**src/design/pwmtuc_pkg.sv**
```systemverilog
package pwmtuc_pkg;

   localparam int OP_BITS        = 2;
   localparam int DUTY_BITS      = 7;
   localparam int CSR_INDEX_BITS = 3;

   typedef logic [OP_BITS-1:0]        op_type;
   typedef logic [DUTY_BITS-1:0]      duty_type;
   typedef logic [CSR_INDEX_BITS-1:0] csr_index_type;

   localparam op_type OP_TICK  = 2'd0;
   localparam op_type OP_DUTY  = 2'd1;
   localparam op_type OP_FORCE = 2'd2;
   localparam op_type OP_ACK   = 2'd3;

   localparam csr_index_type CSR_PRESCALE = 3'd0;
   localparam csr_index_type CSR_TOP      = 3'd1;
   localparam csr_index_type CSR_PRELOAD  = 3'd2;
   localparam csr_index_type CSR_IRQ      = 3'd3;
   localparam csr_index_type CSR_ENABLE   = 3'd4;

   localparam int       PERCENT_FULL = 100;
   localparam duty_type PERCENT_MAX  = 7'd100;
   localparam int       TOP_RESET    = 999;

endpackage

```
**src/design/pwmtuc_if.sv**
```systemverilog
interface pwmtuc_req_if;
   logic                 valid;
   logic                 ready;
   pwmtuc_pkg::op_type   op;
   pwmtuc_pkg::duty_type duty_percent;

   modport source (output valid, output op, output duty_percent, input ready);
   modport sink   (input valid, input op, input duty_percent, output ready);
endinterface

interface pwmtuc_rsp_if #(
   parameter int COUNT_BITS   = 16,
   parameter int ELAPSED_BITS = 32
);
   logic                    valid;
   logic                    ready;
   logic                    pwm_level;
   logic [COUNT_BITS-1:0]   count_now;
   logic                    update_flag;
   logic                    update_pulse;
   logic [ELAPSED_BITS-1:0] elapsed_updates;
   logic [COUNT_BITS:0]     compare_now;
   logic                    bad_argument;

   modport source (
      output valid, output pwm_level, output count_now, output update_flag,
      output update_pulse, output elapsed_updates, output compare_now,
      output bad_argument, input ready
   );
   modport sink (
      input valid, input pwm_level, input count_now, input update_flag,
      input update_pulse, input elapsed_updates, input compare_now,
      input bad_argument, output ready
   );
endinterface

```
**src/design/pwm_timer_with_update_count_core.sv**
```systemverilog
// Edge-aligned up-counting timer with prescaler and one PWM channel (mode 1). Each beat on
// req is one operation (tick, duty-percent write, forced update, flag acknowledge) and gives
// exactly one beat on rsp holding the state after that operation. An operation is accepted
// every cycle when rsp keeps up; its result goes from the input register into the rsp register
// once rsp has room. duty_percent * (period_top + 1) is formed ahead of the input register, and
// the update stage between the input and result registers divides that product by 100 with
// a constant reciprocal multiply and advances the prescaler, counter, compare and elapsed
// registers. While rsp is held off, one result and one operation wait and req stalls.
// Registers on the csr port:
// 0 prescale_divider, 1 period_top, 2 compare_preload_on, 3 update_irq_on, 4 count_enable;
// other indexes are ignored. Write them only while no operation is in flight.
module pwm_timer_with_update_count_core #(
   parameter int COUNT_BITS   = 16,
   parameter int ELAPSED_BITS = 32
) (
   input  logic                              clock,
   input  logic                              reset,
   pwmtuc_req_if.sink                        req,
   pwmtuc_rsp_if.source                      rsp,
   input  logic                              csr_we,
   input  pwmtuc_pkg::csr_index_type         csr_index,
   input  logic [COUNT_BITS-1:0]             csr_wdata
);

   localparam int CMP_BITS  = COUNT_BITS + 1;
   localparam int PROD_BITS = pwmtuc_pkg::DUTY_BITS + CMP_BITS;
   localparam int DIV_SHIFT = PROD_BITS + $clog2(pwmtuc_pkg::PERCENT_FULL);
   localparam logic [63:0] DIV_MAGIC_WIDE =
      ((64'd1 << DIV_SHIFT) + 64'(pwmtuc_pkg::PERCENT_FULL) - 64'd1)
      / 64'(pwmtuc_pkg::PERCENT_FULL);
   localparam logic [PROD_BITS:0] DIV_MAGIC = DIV_MAGIC_WIDE[PROD_BITS:0];

   // configuration
   logic [COUNT_BITS-1:0] prescale_divider_ff;
   logic [COUNT_BITS-1:0] period_top_ff;
   logic                  preload_on_ff;
   logic                  irq_on_ff;
   logic                  count_enable_ff;

   // input stage
   logic                  s1_valid_ff, s1_valid_in;
   pwmtuc_pkg::op_type    s1_op_ff;
   logic                  s1_bad_ff;
   logic [PROD_BITS-1:0]  s1_prod_ff;

   // timer state
   logic [COUNT_BITS-1:0]   prescale_count_ff, prescale_count_in;
   logic [COUNT_BITS-1:0]   main_count_ff, main_count_in;
   logic [CMP_BITS-1:0]     active_compare_ff, active_compare_in;
   logic [CMP_BITS-1:0]     pending_compare_ff, pending_compare_in;
   logic                    overflow_flag_ff, overflow_flag_in;
   logic [ELAPSED_BITS-1:0] elapsed_count_ff, elapsed_count_in;

   // result register
   logic                    rsp_valid_ff, rsp_valid_in;
   logic                    rsp_pwm_ff;
   logic [COUNT_BITS-1:0]   rsp_count_ff;
   logic                    rsp_flag_ff;
   logic                    rsp_pulse_ff;
   logic [ELAPSED_BITS-1:0] rsp_elapsed_ff;
   logic [CMP_BITS-1:0]     rsp_compare_ff;
   logic                    rsp_bad_ff;

   logic                    req_accept;
   logic                    s2_room;
   logic                    s2_go;
   logic                    pulse;
   logic [CMP_BITS-1:0]     top_plus_one;
   logic [PROD_BITS-1:0]    req_prod;
   logic [2*PROD_BITS:0]    div_full;
   logic [CMP_BITS-1:0]     duty_compare;

   assign s2_room    = !rsp_valid_ff || rsp.ready;
   assign s2_go      = s1_valid_ff && s2_room;
   assign req.ready  = !s1_valid_ff || s2_room;
   assign req_accept = req.valid && req.ready;

   assign s1_valid_in  = req_accept ? 1'b1 : (s2_go ? 1'b0 : s1_valid_ff);
   assign rsp_valid_in = s2_go ? 1'b1 : (rsp.ready ? 1'b0 : rsp_valid_ff);

   // duty product at acceptance
   assign top_plus_one = {1'b0, period_top_ff} + CMP_BITS'(1);
   assign req_prod     = {{CMP_BITS{1'b0}}, req.duty_percent}
                       * {{pwmtuc_pkg::DUTY_BITS{1'b0}}, top_plus_one};

   // divide by 100 through reciprocal
   assign div_full     = {{(PROD_BITS+1){1'b0}}, s1_prod_ff} * {{PROD_BITS{1'b0}}, DIV_MAGIC};
   assign duty_compare = div_full[DIV_SHIFT +: CMP_BITS];

   always_comb begin
      prescale_count_in  = prescale_count_ff;
      main_count_in      = main_count_ff;
      active_compare_in  = active_compare_ff;
      pending_compare_in = pending_compare_ff;
      overflow_flag_in   = overflow_flag_ff;
      elapsed_count_in   = elapsed_count_ff;
      pulse              = 1'b0;
      if (s2_go) begin
         unique case (s1_op_ff)
            pwmtuc_pkg::OP_TICK: begin
               if (count_enable_ff) begin
                  if (prescale_count_ff < prescale_divider_ff) begin
                     prescale_count_in = prescale_count_ff + COUNT_BITS'(1);
                  end else begin
                     prescale_count_in = '0;
                     if (main_count_ff < period_top_ff) begin
                        main_count_in = main_count_ff + COUNT_BITS'(1);
                     end else begin
                        main_count_in    = '0;
                        overflow_flag_in = 1'b1;
                        pulse            = 1'b1;
                        if (irq_on_ff) begin
                           elapsed_count_in = elapsed_count_ff + ELAPSED_BITS'(1);
                        end
                        if (preload_on_ff) begin
                           active_compare_in = pending_compare_ff;
                        end
                     end
                  end
               end
            end
            pwmtuc_pkg::OP_DUTY: begin
               if (!s1_bad_ff) begin
                  pending_compare_in = duty_compare;
                  if (!preload_on_ff) begin
                     active_compare_in = duty_compare;
                  end
               end
            end
            pwmtuc_pkg::OP_FORCE: begin
               prescale_count_in = '0;
               main_count_in     = '0;
               active_compare_in = pending_compare_ff;
            end
            pwmtuc_pkg::OP_ACK: begin
               overflow_flag_in = 1'b0;
            end
            default: begin
            end
         endcase
      end
   end

   always_ff @(posedge clock) begin
      if (reset) begin
         prescale_divider_ff <= '0;
         period_top_ff       <= COUNT_BITS'(pwmtuc_pkg::TOP_RESET);
         preload_on_ff       <= 1'b1;
         irq_on_ff           <= 1'b1;
         count_enable_ff     <= 1'b0;
      end else if (csr_we) begin
         unique case (csr_index)
            pwmtuc_pkg::CSR_PRESCALE: prescale_divider_ff <= csr_wdata;
            pwmtuc_pkg::CSR_TOP:      period_top_ff       <= csr_wdata;
            pwmtuc_pkg::CSR_PRELOAD:  preload_on_ff       <= csr_wdata[0];
            pwmtuc_pkg::CSR_IRQ:      irq_on_ff           <= csr_wdata[0];
            pwmtuc_pkg::CSR_ENABLE:   count_enable_ff     <= csr_wdata[0];
            default: begin
            end
         endcase
      end
   end

   always_ff @(posedge clock) begin
      if (reset) begin
         s1_valid_ff        <= 1'b0;
         rsp_valid_ff       <= 1'b0;
         prescale_count_ff  <= '0;
         main_count_ff      <= '0;
         active_compare_ff  <= '0;
         pending_compare_ff <= '0;
         overflow_flag_ff   <= 1'b0;
         elapsed_count_ff   <= '0;
      end else begin
         s1_valid_ff        <= s1_valid_in;
         rsp_valid_ff       <= rsp_valid_in;
         prescale_count_ff  <= prescale_count_in;
         main_count_ff      <= main_count_in;
         active_compare_ff  <= active_compare_in;
         pending_compare_ff <= pending_compare_in;
         overflow_flag_ff   <= overflow_flag_in;
         elapsed_count_ff   <= elapsed_count_in;
      end
   end

   always_ff @(posedge clock) begin
      if (req_accept) begin
         s1_op_ff   <= req.op;
         s1_bad_ff  <= (req.op == pwmtuc_pkg::OP_DUTY)
                       && (req.duty_percent > pwmtuc_pkg::PERCENT_MAX);
         s1_prod_ff <= req_prod;
      end
      if (s2_go) begin
         rsp_pwm_ff     <= {1'b0, main_count_in} < active_compare_in;
         rsp_count_ff   <= main_count_in;
         rsp_flag_ff    <= overflow_flag_in;
         rsp_pulse_ff   <= pulse;
         rsp_elapsed_ff <= elapsed_count_in;
         rsp_compare_ff <= active_compare_in;
         rsp_bad_ff     <= s1_bad_ff;
      end
   end

   assign rsp.valid           = rsp_valid_ff;
   assign rsp.pwm_level       = rsp_pwm_ff;
   assign rsp.count_now       = rsp_count_ff;
   assign rsp.update_flag     = rsp_flag_ff;
   assign rsp.update_pulse    = rsp_pulse_ff;
   assign rsp.elapsed_updates = rsp_elapsed_ff;
   assign rsp.compare_now     = rsp_compare_ff;
   assign rsp.bad_argument    = rsp_bad_ff;

endmodule

```
**src/flat_wrapper.sv**
```systemverilog
// flat-port wrapper written by rule: the top's interface ports become plain ports
module pwm_timer_with_update_count_core_flat 
#(
   parameter int COUNT_BITS   = 16,
   parameter int ELAPSED_BITS = 32
)
  (clock, reset, csr_we, csr_index, csr_wdata, req_valid, req_op, req_duty_percent, req_ready, rsp_valid, rsp_pwm_level, rsp_count_now, rsp_update_flag, rsp_update_pulse, rsp_elapsed_updates, rsp_compare_now, rsp_bad_argument, rsp_ready);
  pwmtuc_req_if req_i ();
  pwmtuc_rsp_if #(.COUNT_BITS(COUNT_BITS), .ELAPSED_BITS(ELAPSED_BITS)) rsp_i ();
  input  logic clock;
  input  logic reset;
  input  logic csr_we;
  input  pwmtuc_pkg::csr_index_type csr_index;
  input  logic [COUNT_BITS-1:0] csr_wdata;
  input wire logic [$bits(req_i.valid)-1:0] req_valid;
  input wire logic [$bits(req_i.op)-1:0] req_op;
  input wire logic [$bits(req_i.duty_percent)-1:0] req_duty_percent;
  output wire logic [$bits(req_i.ready)-1:0] req_ready;
  output wire logic [$bits(rsp_i.valid)-1:0] rsp_valid;
  output wire logic [$bits(rsp_i.pwm_level)-1:0] rsp_pwm_level;
  output wire logic [$bits(rsp_i.count_now)-1:0] rsp_count_now;
  output wire logic [$bits(rsp_i.update_flag)-1:0] rsp_update_flag;
  output wire logic [$bits(rsp_i.update_pulse)-1:0] rsp_update_pulse;
  output wire logic [$bits(rsp_i.elapsed_updates)-1:0] rsp_elapsed_updates;
  output wire logic [$bits(rsp_i.compare_now)-1:0] rsp_compare_now;
  output wire logic [$bits(rsp_i.bad_argument)-1:0] rsp_bad_argument;
  input wire logic [$bits(rsp_i.ready)-1:0] rsp_ready;
  assign req_i.valid = req_valid;
  assign req_i.op = req_op;
  assign req_i.duty_percent = req_duty_percent;
  assign req_ready = req_i.ready;
  assign rsp_valid = rsp_i.valid;
  assign rsp_pwm_level = rsp_i.pwm_level;
  assign rsp_count_now = rsp_i.count_now;
  assign rsp_update_flag = rsp_i.update_flag;
  assign rsp_update_pulse = rsp_i.update_pulse;
  assign rsp_elapsed_updates = rsp_i.elapsed_updates;
  assign rsp_compare_now = rsp_i.compare_now;
  assign rsp_bad_argument = rsp_i.bad_argument;
  assign rsp_i.ready = rsp_ready;
  pwm_timer_with_update_count_core #(.COUNT_BITS(COUNT_BITS), .ELAPSED_BITS(ELAPSED_BITS)) u_core (.clock(clock), .reset(reset), .req(req_i), .rsp(rsp_i), .csr_we(csr_we), .csr_index(csr_index), .csr_wdata(csr_wdata));
endmodule
```
**config.mk**
```make
export PLATFORM = sky130hd
export DESIGN_NAME = pwm_timer_with_update_count_core_flat
export DESIGN_NICKNAME = d
export VERILOG_FILES = /design/src/design/pwmtuc_pkg.sv /design/src/design/pwmtuc_if.sv /design/src/design/pwm_timer_with_update_count_core.sv /design/src/flat_wrapper.sv
export SDC_FILE = /design/constraint.sdc
export NUM_CORES = 1
export LEC_CHECK = 0
export ABC_AREA = 1
export BUFFER_PORTS_ARGS = -buffer_cell sky130_fd_sc_hd__buf_2
export CAP_MARGIN = 40
export CELL_PAD_IN_SITES_DETAIL_PLACEMENT = 1
export CELL_PAD_IN_SITES_GLOBAL_PLACEMENT = 2
export CORE_MARGIN = 4
export CORE_UTILIZATION = 30
export DETAILED_ROUTE_END_ITERATION = 7
export GPL_TIMING_DRIVEN = 0
export PLACE_DENSITY_LB_ADDON = 0.1
export SLEW_MARGIN = 20
export SYNTH_ARGS = -nofsm -noshare
export SYNTH_HDL_FRONTEND = slang
export SYNTH_SLANG_ARGS = --single-unit
```
**constraint.sdc**
```tcl
create_clock -name clock -period 8 [get_ports clock]
set_input_delay 1.2 -clock clock [delete_from_list [all_inputs] [get_ports clock]]
set_output_delay 1.2 -clock clock [all_outputs]
set_load 0.01 [all_outputs]
```
==> metrics.md, run 1 <==
| Metric | Value |
|---|---|
| Clock-pin slew on the worst setup and hold paths | 0.06 ns |
| Distinct cells, synth | 56 |
| Antenna violations before repair | 1 |
| Hold Crit Endpoint | u_core.prescale_divider_ff[7] |
| Number of synthesized flops with an enable pin | 96 |
| Critical Path Max Stage Delay | 0.70 ns |
| Flop-to-flop setup slack | 0.41 ns |
| CTS Buf Count | 29 |
| Area occupied by multi-input gates | 0.01728 mm2 |
| Async S/R FF share, synth | 0% |
| Crit path max-delay cell type | fa_2 |
| Setup TNS Final | 0 ns |
| Remaining antenna violation count | 0 |
| Minimum clock period | approximately 7.6 ns |
| Max cap viols | 0 |
| Die area | 0.09028 mm2 |
| CTS tree | yes |
| Cells after synthesis | between 3,000 and 4,000 |
| Synth area leader | fa_1 |
| Count leader, synth | inv_1 |
| Placed cells | 4,391 |
| Clock Path Buffers | 3 |
| Final setup vio count | 0 |
| Vias in the first global route | 23,683 |
| WS Path Type | reg2reg |
| Sink Count | ~230 |
| Nets@finish | 3,992 |
| IO buf count | 98 |
| Layout Cells excl Fill | 4,500 |
| Period utilisation layout | 94.83% |
| DR pass1 iterations | 5 |
| Sequential share of the synthesized area | about 22% |
| Max Transition Viols Final | 0 |
| # IOs | 104 |
| Crit end category | register |
| Area grow syn2layout | 14.12% |
| Global-route usage over all layers | 19.52% |
| Starting DRT DRC Count | 813 |
| Design area | 0.02929 mm2 |
| Hold path start | u_core.prescale_divider_ff[7] |
| Total wire length after detailed routing | around 88,000 um |
| Critical R2R Launch | u_core.s1_prod_ff[0] |
| Commonest cells post-synth | inv_1, nand2_1, ha_1, fa_1, nor2_1 |
| Filler cell count in the final layout | 10,127 |
| Root Buffer | clkbuf_16 |
| Synth top area share | 21.37% |
| Core Util, Final | 34.77% |
| Outcome | finished, final reports clean |
| First-pass GRT wire length | 138,100 um |
| Pin count of the biggest net entering global routing | 58 |
| Site Rows | roughly 110 |
| Final hold violations | 0 |
| Worst Path Buf+Inv | 4 |
| Type of the worst min-delay path | reg2reg |
| Core ar. | between 0.08 and 0.09 mm2 |
| Worst Skew | between 0.015 and 0.02 ns |
| Fmax | ~130 MHz |
| YS warnings | 0 |
| Die width | 300.5 um |
| Startpoint types | register |
| Largest cells by area after synthesis | fa_1, ha_1, edfxtp_1 |
| Post-synth top flop | dfxtp_1 |
| GP Congestion | 0.8686 |
| Area of the mapped netlist | 0.02566 mm2 |
| H-tree depth | 1 |
| Drt wl/cell | 19.46 um |
| Max_slew headroom | 41.71% |
| GRT overflow | 0 |
| FF-to-FF End | u_core.rsp.pwm_level |
| Worst Tran Pin Value | around 0.87 ns |
| Post-DP HPWL | 74,860 um |
| Fraction of layout cells with a size suffix above 1 | 9.064% |
| Initial core utilization | 30.47% |
| Worst reg-to-reg path cell count | 31 |
| Number of remaining DRC errors | 0 |
| Syn nets | 3,802 |
| Worst Path Required | 8.35 ns |
| DR vias/cell | between 4 and 5 |
| Storage cell area | 0.005605 mm2 |
| Yosys reg bits | approximately 230 |
| DP Area | around 0.028 mm2 |
| Total number of vias | 21,107 |
| Syn Area/Cell | 8.142 um2 |
| Die Ht | 300.5 um |
| Crit-path leading delay family | adder cells |
| Hold path cells | 2 |
| Arr. time, crit path | just under 8 ns |
| Worst-Skew Late Latency | 0.59 ns |
| Critical path's most frequent cell | nand2_1 |
| CP Max Fanout | 4 |
-- worst reg2reg max path, delay by kind of cell, from the launching register on --
kind,cells,cell delay [ns]
and+or+nand+nor,14,1.77
adders and majority gates,9,4.22
buffers and inverters,4,0.20
AOI/OAI and AO/OA,3,0.34
xor gates and xnor gates,1,0.28
DFF,1,0.54
-- cells by family after synthesis --
| family | Yosys count | synth area share, % |
|---|---|---|
| flip-flops | 232 | 21.84 |
| AND/OR/NAND/NOR | 1039 | 17.44 |
| XOR/XNOR | 74 | 2.584 |
| buffers and inverters | 796 | 11.71 |
| AO/OA/AOI/OAI | 394 | 8.333 |
| adder cells (fa/ha/maj) | 617 | 38.10 |
-- layout make-up --
| cell class | instances | area share, % |
|---|---|---|
| Inverter | 739 | 9.480 |
| Tap cell | 1134 | 4.845 |
| Clock inverter | 19 | 0.6707 |
| Sequential cell | 232 | 19.14 |
| Buffer | 57 | 0.7861 |
| Multi-Input combinational cell | 2124 | 59.00 |
| Clock buffer | 35 | 2.734 |
| Antenna cell | 1 | 0.008544 |
| Timing Repair Buffer | 159 | 3.341 |
-- sequential cells by signal (all words and copies together) (netlist names), 2 cells and up --
name	flops
u_core.pending_compare_ff	17
u_core.main_count_ff	16
u_core.s1_op_ff	2
u_core.rsp.elapsed_updates	32
u_core.rsp.compare_now	17
u_core.prescale_count_ff	16
u_core.elapsed_count_ff	32
u_core.prescale_divider_ff	16
u_core.active_compare_ff	17
u_core.s1_prod_ff	24
u_core.rsp.count_now	16
u_core.period_top_ff	16
-- routing by layer --
layer  wire, um  GRT usage (%)  share of wire, %  up-vias
met1      41370          26.24                47    10560
li1           -              -                 -    10288
met4       1256          2.855               1.4        2
met5         13              0             0.015        -
met3       1799          1.528               2.1       64
met2      43110          35.04                49      193
-- worst max path at each step --
stage                          startpoint                    to  cells past startpoint
floorplan            u_core.s1_prod_ff[7]  u_core.rsp.pwm_level                     36
global placement     u_core.s1_prod_ff[7]  u_core.rsp.pwm_level                     36
detailed placement   u_core.s1_prod_ff[7]  u_core.rsp.pwm_level                     36
CTS                  u_core.s1_prod_ff[2]  u_core.rsp.pwm_level                     31
global route        u_core.s1_prod_ff[14]  u_core.rsp.pwm_level                     34
finish               u_core.s1_prod_ff[0]  u_core.rsp.pwm_level                     31
-- per-stage QoR --
| stage | worst slack [ns] | hold slack [ns] |
|---|---|---|
| 2_1_floorplan | 1.083 | 0.4331 |
| 3_3_place_gp | -0.1634 | 0.4506 |
| 3_5_place_dp | -0.3441 | 0.4597 |
| 4_1_cts | 0.007972 | 0.4684 |
| 5_1_grt | -0.04421 | 0.4945 |
| 6_report | 0.4136 | 0.4633 |
-- layout by cell type, fill, tap and decap left out, types with 15 or more instances in the layout --
master / n
xnor2_1: 15
ha_1: 335
nand4_1: 34
buf_4: 54
dfxtp_1: 136
buf_2: 103
a21oi_1: 199
inv_1: 728
o21ai_0: 120
nand2_1: 534
nand3_1: 134
nor2_1: 220
nor4_1: 15
edfxtp_1: 96
xor2_1: 52
nor3_1: 37
o211ai_1: 27
clkbuf_16: 31
clkbuf_1: 52
fa_1: 273
-- what timing repair did --
item,CTS,global route
hold buffers,0,0
pin swaps,0,4
setup endpoints to repair,1,1
setup buffers,35,16
resized for setup,3,54
Power of run 1 is left out: the tool's default activity adds up to more than one toggle a clock period on the data nets, which glitch-free logic cannot reach.
==> run 2: changes to the inputs <==
==> constraint.sdc (replaced) <==
create_clock -name clock -period 7.4 [get_ports clock]
set_input_delay 1.11 -clock clock [delete_from_list [all_inputs] [get_ports clock]]
set_output_delay 1.11 -clock clock [all_outputs]
set_load 0.01 [all_outputs]
==> metrics.md, run 2 (synthesized netlist as in run 1, its figures left out) <==
| Metric | Value |
|---|---|
| Outcome | finished, final reports clean |
| Max cap viols | 0 |
| Hold path start | u_core.prescale_divider_ff[7] |
| Crit-path leading delay family | adder cells |
| Critical Path Max Stage Delay | a little under 0.6 ns |
| Type of the worst min-delay path | reg2reg |
| Worst Path Buf+Inv | 18 |
| Starting DRT DRC Count | 769 |
| Worst Path Required | 7.93 ns |
| Vias in the first global route | about 24,000 |
| WHS | 0.4636 ns |
| First-pass GRT wire length | approximately 140,000 um |
| Core Util, Final | 36.27% |
| Period utilisation layout | between 90% and 100% |
| Drt wl/cell | 19.49 um |
| Crit path depth | 35 |
| Antenna violations before repair | 1 |
| Area grow syn2layout | 19.03% |
| Commonest cells after routing, fill and taps aside | inv_1, nand2_1, ha_1 |
| Max_slew headroom | 43.94% |
| Leading cell type in the layout, fill and taps excluded | inv_1 |
| Crit end category | register |
| Die width | 300.5 um |
| Flop-to-flop setup slack | between 0.15 and 0.2 ns |
| Hold path cells | 2 |
| Final setup vio count | 0 |
| WS Path Type | reg2reg |
| Nets@finish | 4,050 |
| Worst-Skew Late Latency | ~0.59 ns |
| Critical R2R Launch | u_core.s1_prod_ff[6] |
| Root Buffer | clkbuf_16 |
| DP Area | 0.02765 mm2 |
| Fmax | 138.1 MHz |
| Minimum clock period | 7.243 ns |
| Global-route usage over all layers | 19.77% |
| Crit path max-delay cell type | fa_1 |
| CP Max Fanout | 3 |
| Hold Crit Endpoint | u_core.prescale_divider_ff[7] |
| Max Transition Viols Final | 0 |
| Die area | roughly 0.090 mm2 |
| Startpoint types | register |
| Initial core utilization | around 30% |
| RSZ-0062 raised after global routing | true |
| # IOs | 104 |
| GP Congestion | 0.8686 |
| Worst reg-to-reg path cell count | 35 |
| Setup WS post-layout | 0.1572 ns |
| Remaining antenna violation count | 0 |
| H-tree depth | 1 |
| FF-to-FF End | u_core.pending_compare_ff[11] |
| Post-DP HPWL | 74,860 um |
| Pin count of the biggest net entering global routing | 58 |
| Clock-pin slew on the worst setup and hold paths | 0.06 ns |
| Total wire length after detailed routing | between 80,000 and 90,000 um |
| Number of remaining DRC errors | 0 |
| Site Rows | 106 |
| Core ar. | 0.08422 mm2 |
| Filler cell count in the final layout | 10,055 |
| DR pass1 iterations | 5 |
| Design area | 0.03055 mm2 |
| Die Ht | about 300 um |
| IO buf count | 98 |
| Clock Path Buffers | 3 |
| Worst Tran Pin Value | 0.8409 ns |
| GRT overflow | 0 |
| Worst Skew | 0.01830 ns |
| Final hold violations | 0 |
| CTS tree | yes |
| Sink Count | 232 |
| Arr. time, crit path | 7.78 ns |
| CTS Buf Count | 29 |
| Total number of vias | ~21,000 |
| Fraction of layout cells with a size suffix above 1 | approximately 14% |
| Setup WS pre-CTS | -0.9441 ns |
| DR vias/cell | 4.688 |
| Critical path's most frequent cell | buf_4 |
==> run 2: changes by cell type in the layout (fill, tap and decap cells not counted), sizes merged <==
| cell | change |
|---|---|
| clkinvlp | +1 |
| buf | +58 |
| inv | -1 |
==> run 2: timing repair <==
item                                    4_1_cts  5_1_grt
endpoints found under the setup margin        3        2
buffers inserted                             72       37
pin swaps                                    25       93
gates resized for setup                     121      125
hold buffers                                  0        0
==> run 2: worst register-to-register path, delay by kind of cell, from the launching register on <==
kind / cells / cell delay [ns]
buffers and inverters: 18 / 1.81
and+or+nand+nor: 5 / 0.47
adders and majority gates: 8 / 3.90
AOI/OAI and AO/OA: 4 / 0.55
DFF: 1 / 0.49
==> run 2: area by class of cell <==
| type | count | area, um2 | share of cell area, % |
|---|---|---|---|
| diodes | 1 | 2.502 | 0.008192 |
| repair buffers | 217 | 1459 | 4.776 |
| multi-input cells | 2124 | 18050 | 59.10 |
| clock inverters | 19 | 196.4 | 0.6431 |
| flip-flops and latches | 232 | 5605 | 18.35 |
| inverters | 739 | 2780 | 9.101 |
| plain buffers | 57 | 230.2 | 0.7537 |
| well taps | 1134 | 1419 | 4.645 |
| clock buffers | 35 | 800.8 | 2.621 |
==> run 2: per-layer routing <==
metal	GRT usage, %	vias to the layer above	wire length [um]
met5	0	-	13
met4	3.003	2	1405
met3	1.449	68	2150
met2	35.60	221	43880
met1	26.50	10668	41390
li1	-	10409	-
==> run 2: metrics by stage <==
stage                     std cells  TNS, ns
after CTS                      4517        0
final                          4558        0
after detailed placement       4391   -1.001
after floorplan                3152        0
after global placement         4384  -0.7634
after global routing           4557  -0.1805
==> run 2: worst max-delay path by stage <==
| stage | from | to |
|---|---|---|
| 2_1_floorplan | u_core.s1_prod_ff[7] | u_core.rsp.pwm_level |
| 3_3_place_gp | u_core.s1_prod_ff[7] | u_core.rsp.pwm_level |
| 3_5_place_dp | u_core.s1_prod_ff[7] | u_core.rsp.pwm_level |
| 4_1_cts | u_core.s1_prod_ff[6] | u_core.rsp.pwm_level |
| 5_1_grt | u_core.s1_prod_ff[6] | u_core.rsp.pwm_level |
| 6_report | u_core.s1_prod_ff[6] | u_core.pending_compare_ff[11] |
Power of run 2 is left out for the same reason.
==> run 3: changes to the inputs <==
--- a/config.mk
+++ b/config.mk
@@ -6,13 +6,13 @@
 export NUM_CORES = 1
 export LEC_CHECK = 0
 export ABC_AREA = 1
-export BUFFER_PORTS_ARGS = -buffer_cell sky130_fd_sc_hd__buf_2
 export CAP_MARGIN = 40
 export CELL_PAD_IN_SITES_DETAIL_PLACEMENT = 1
 export CELL_PAD_IN_SITES_GLOBAL_PLACEMENT = 2
 export CORE_MARGIN = 4
 export CORE_UTILIZATION = 30
 export DETAILED_ROUTE_END_ITERATION = 7
+export DONT_BUFFER_PORTS = 1
 export GPL_TIMING_DRIVEN = 0
 export PLACE_DENSITY_LB_ADDON = 0.1
 export SLEW_MARGIN = 20
==> metrics.md, run 3 (synthesized netlist as in run 1, its figures left out) <==
| Metric | Value |
|---|---|
| Cts hold-fix bufs | 0 |
| Antenna violations before repair | 3 |
| Critical Path Max Stage Delay | 0.55 ns |
| Max cap viols | 0 |
| Hold path start | u_core.prescale_divider_ff[11] |
| N_diodes | 0 |
| Total number of vias | 20,722 |
| Area grow syn2layout | 14.98% |
| Worst Path Buf+Inv | 7 |
| Starting DRT DRC Count | about 820 |
| Final hold violations | 0 |
| WHS | 0.4619 ns |
| RSZ-0062 raised after global routing | true |
| Clock-pin slew on the worst setup and hold paths | 0.06 ns |
| Area occupied by multi-input gates | 0.01770 mm2 |
| Site Rows | about 110 |
| Critical path's most frequent cell | fa_1 |
| Remaining antenna violation count | 0 |
| Crit end category | register |
| Post-DP HPWL | about 74,000 um |
| DR pass1 iterations | 5 |
| Crit path max-delay cell type | fa_1 |
| DR vias/cell | about 4.7 |
| Crit-path leading delay family | adder cells |
| Storage cell area | 0.005605 mm2 |
| WS Path Type | reg2reg |
| Worst Tran Pin Value | 0.8165 ns |
| H-tree depth | 1 |
| Drt wl/cell | 19.77 um |
| Max Transition Viols Final | 0 |
| CP startpoint | u_core.s1_prod_ff[7] |
| Worst Path Required | 7.75 ns |
| Startpoint types | register |
| Outcome | finished, final reports clean |
| Clock Path Buffers | 3 |
| Die area | 0.09028 mm2 |
| Commonest cells after routing, fill and taps aside | inv_1, nand2_1, ha_1 |
| GP Congestion | about 0.86 |
| CP Max Fanout | 4 |
| Final setup vio count | 0 |
| Max_slew headroom | 45.56% |
| Core ar. | approximately 0.084 mm2 |
| Die width | roughly 300 um |
| Type of the worst min-delay path | reg2reg |
| Vias in the first global route | 23,113 |
| Die Ht | about 300 um |
| Initial core utilization | between 30% and 40% |
| Leading cell type in the layout, fill and taps excluded | inv_1 |
| Arr. time, crit path | 7.66 ns |
| Period utilisation layout | 98.77% |
| Total wire length after detailed routing | 87,530 um |
| Worst-Skew Late Latency | 0.59 ns |
| CTS Buf Count | 30 |
| Minimum clock period | roughly 7.3 ns |
| Flop-to-flop setup slack | 0.09 ns |
| Number of remaining DRC errors | 0 |
| IO buf count | 0 |
| Filler cell count in the final layout | 10,024 |
| Fmax | 136.8 MHz |
| Critical R2R Launch | u_core.s1_prod_ff[7] |
| Fraction of layout cells with a size suffix above 1 | around a tenth |
| GRT overflow | 0 |
| Root Buffer | clkbuf_16 |
| Sink Count | 232 |
| Pin count of the biggest net entering global routing | 58 |
| Worst Skew | 0.04184 ns |
| Global-route usage over all layers | about a fifth |
| CTS tree | yes |
| Nets@finish | around 4,000 |
| # IOs | 104 |
| First-pass GRT wire length | 136,200 um |
==> run 3: final timing paths <==
| path | end | cells past startpoint |
|---|---|---|
| hold reg to reg | u_core.prescale_divider_ff[11] | 2 |
| hold / removal | u_core.prescale_divider_ff[11] | 2 |
| setup / recovery | u_core.rsp.pwm_level | 32 |
| setup reg to reg | u_core.rsp.pwm_level | 32 |
==> run 3: repair_timing <==
item,4_1_cts,5_1_grt
setup endpoints to repair,3,2
buffers inserted,67,12
resized for setup,90,67
pin swaps,17,24
hold endpoints to repair,0,0
==> run 3: worst register-to-register path: cells and delay by family, from the launching register on <==
family | cells | cell delay, ns
adder cells (fa/ha/maj) | 9 | 3.99
AND/OR/NAND/NOR | 14 | 1.66
buffers and inverters | 7 | 0.67
flip-flops | 1 | 0.48
XOR/XNOR | 1 | 0.21
AO/OA/AOI/OAI | 1 | 0.11
==> run 3: layout make-up <==
type | count | area share, %
Tap cell | 1134 | 4.809
Clock inverter | 19 | 0.8099
Buffer | 57 | 0.7803
Timing Repair Buffer | 86 | 2.353
Inverter | 739 | 9.410
Multi-Input combinational cell | 2124 | 59.99
Clock buffer | 37 | 2.845
Sequential cell | 232 | 19.00
==> run 3: metrics by stage <==
step	TNS [ns]	worst slack (ns)	util [%]	cell area, um2	std cells
floorplan	0	0.4830	-	25660	3152
global placement	-0.8031	-0.8031	32.16	27080	4286
detailed placement	-0.9537	-0.9061	32.25	27160	4292
CTS	0	0.005055	34.63	29170	4415
global route	-0.2969	-0.2635	35.03	29510	4428
finish	0	0.09072	35.03	29510	4428
==> run 3: layer usage <==
metal	vias to the layer above	global-route usage, %	wire [um]	share of wire (%)
li1	10131	-	-	-
met1	10261	25.49	40050	46
met2	231	34.21	42780	49
met3	95	2.430	2569	2.9
met4	4	4.402	2099	2.4
met5	-	0	28	0.032
Power of run 3 is left out for the same reason.
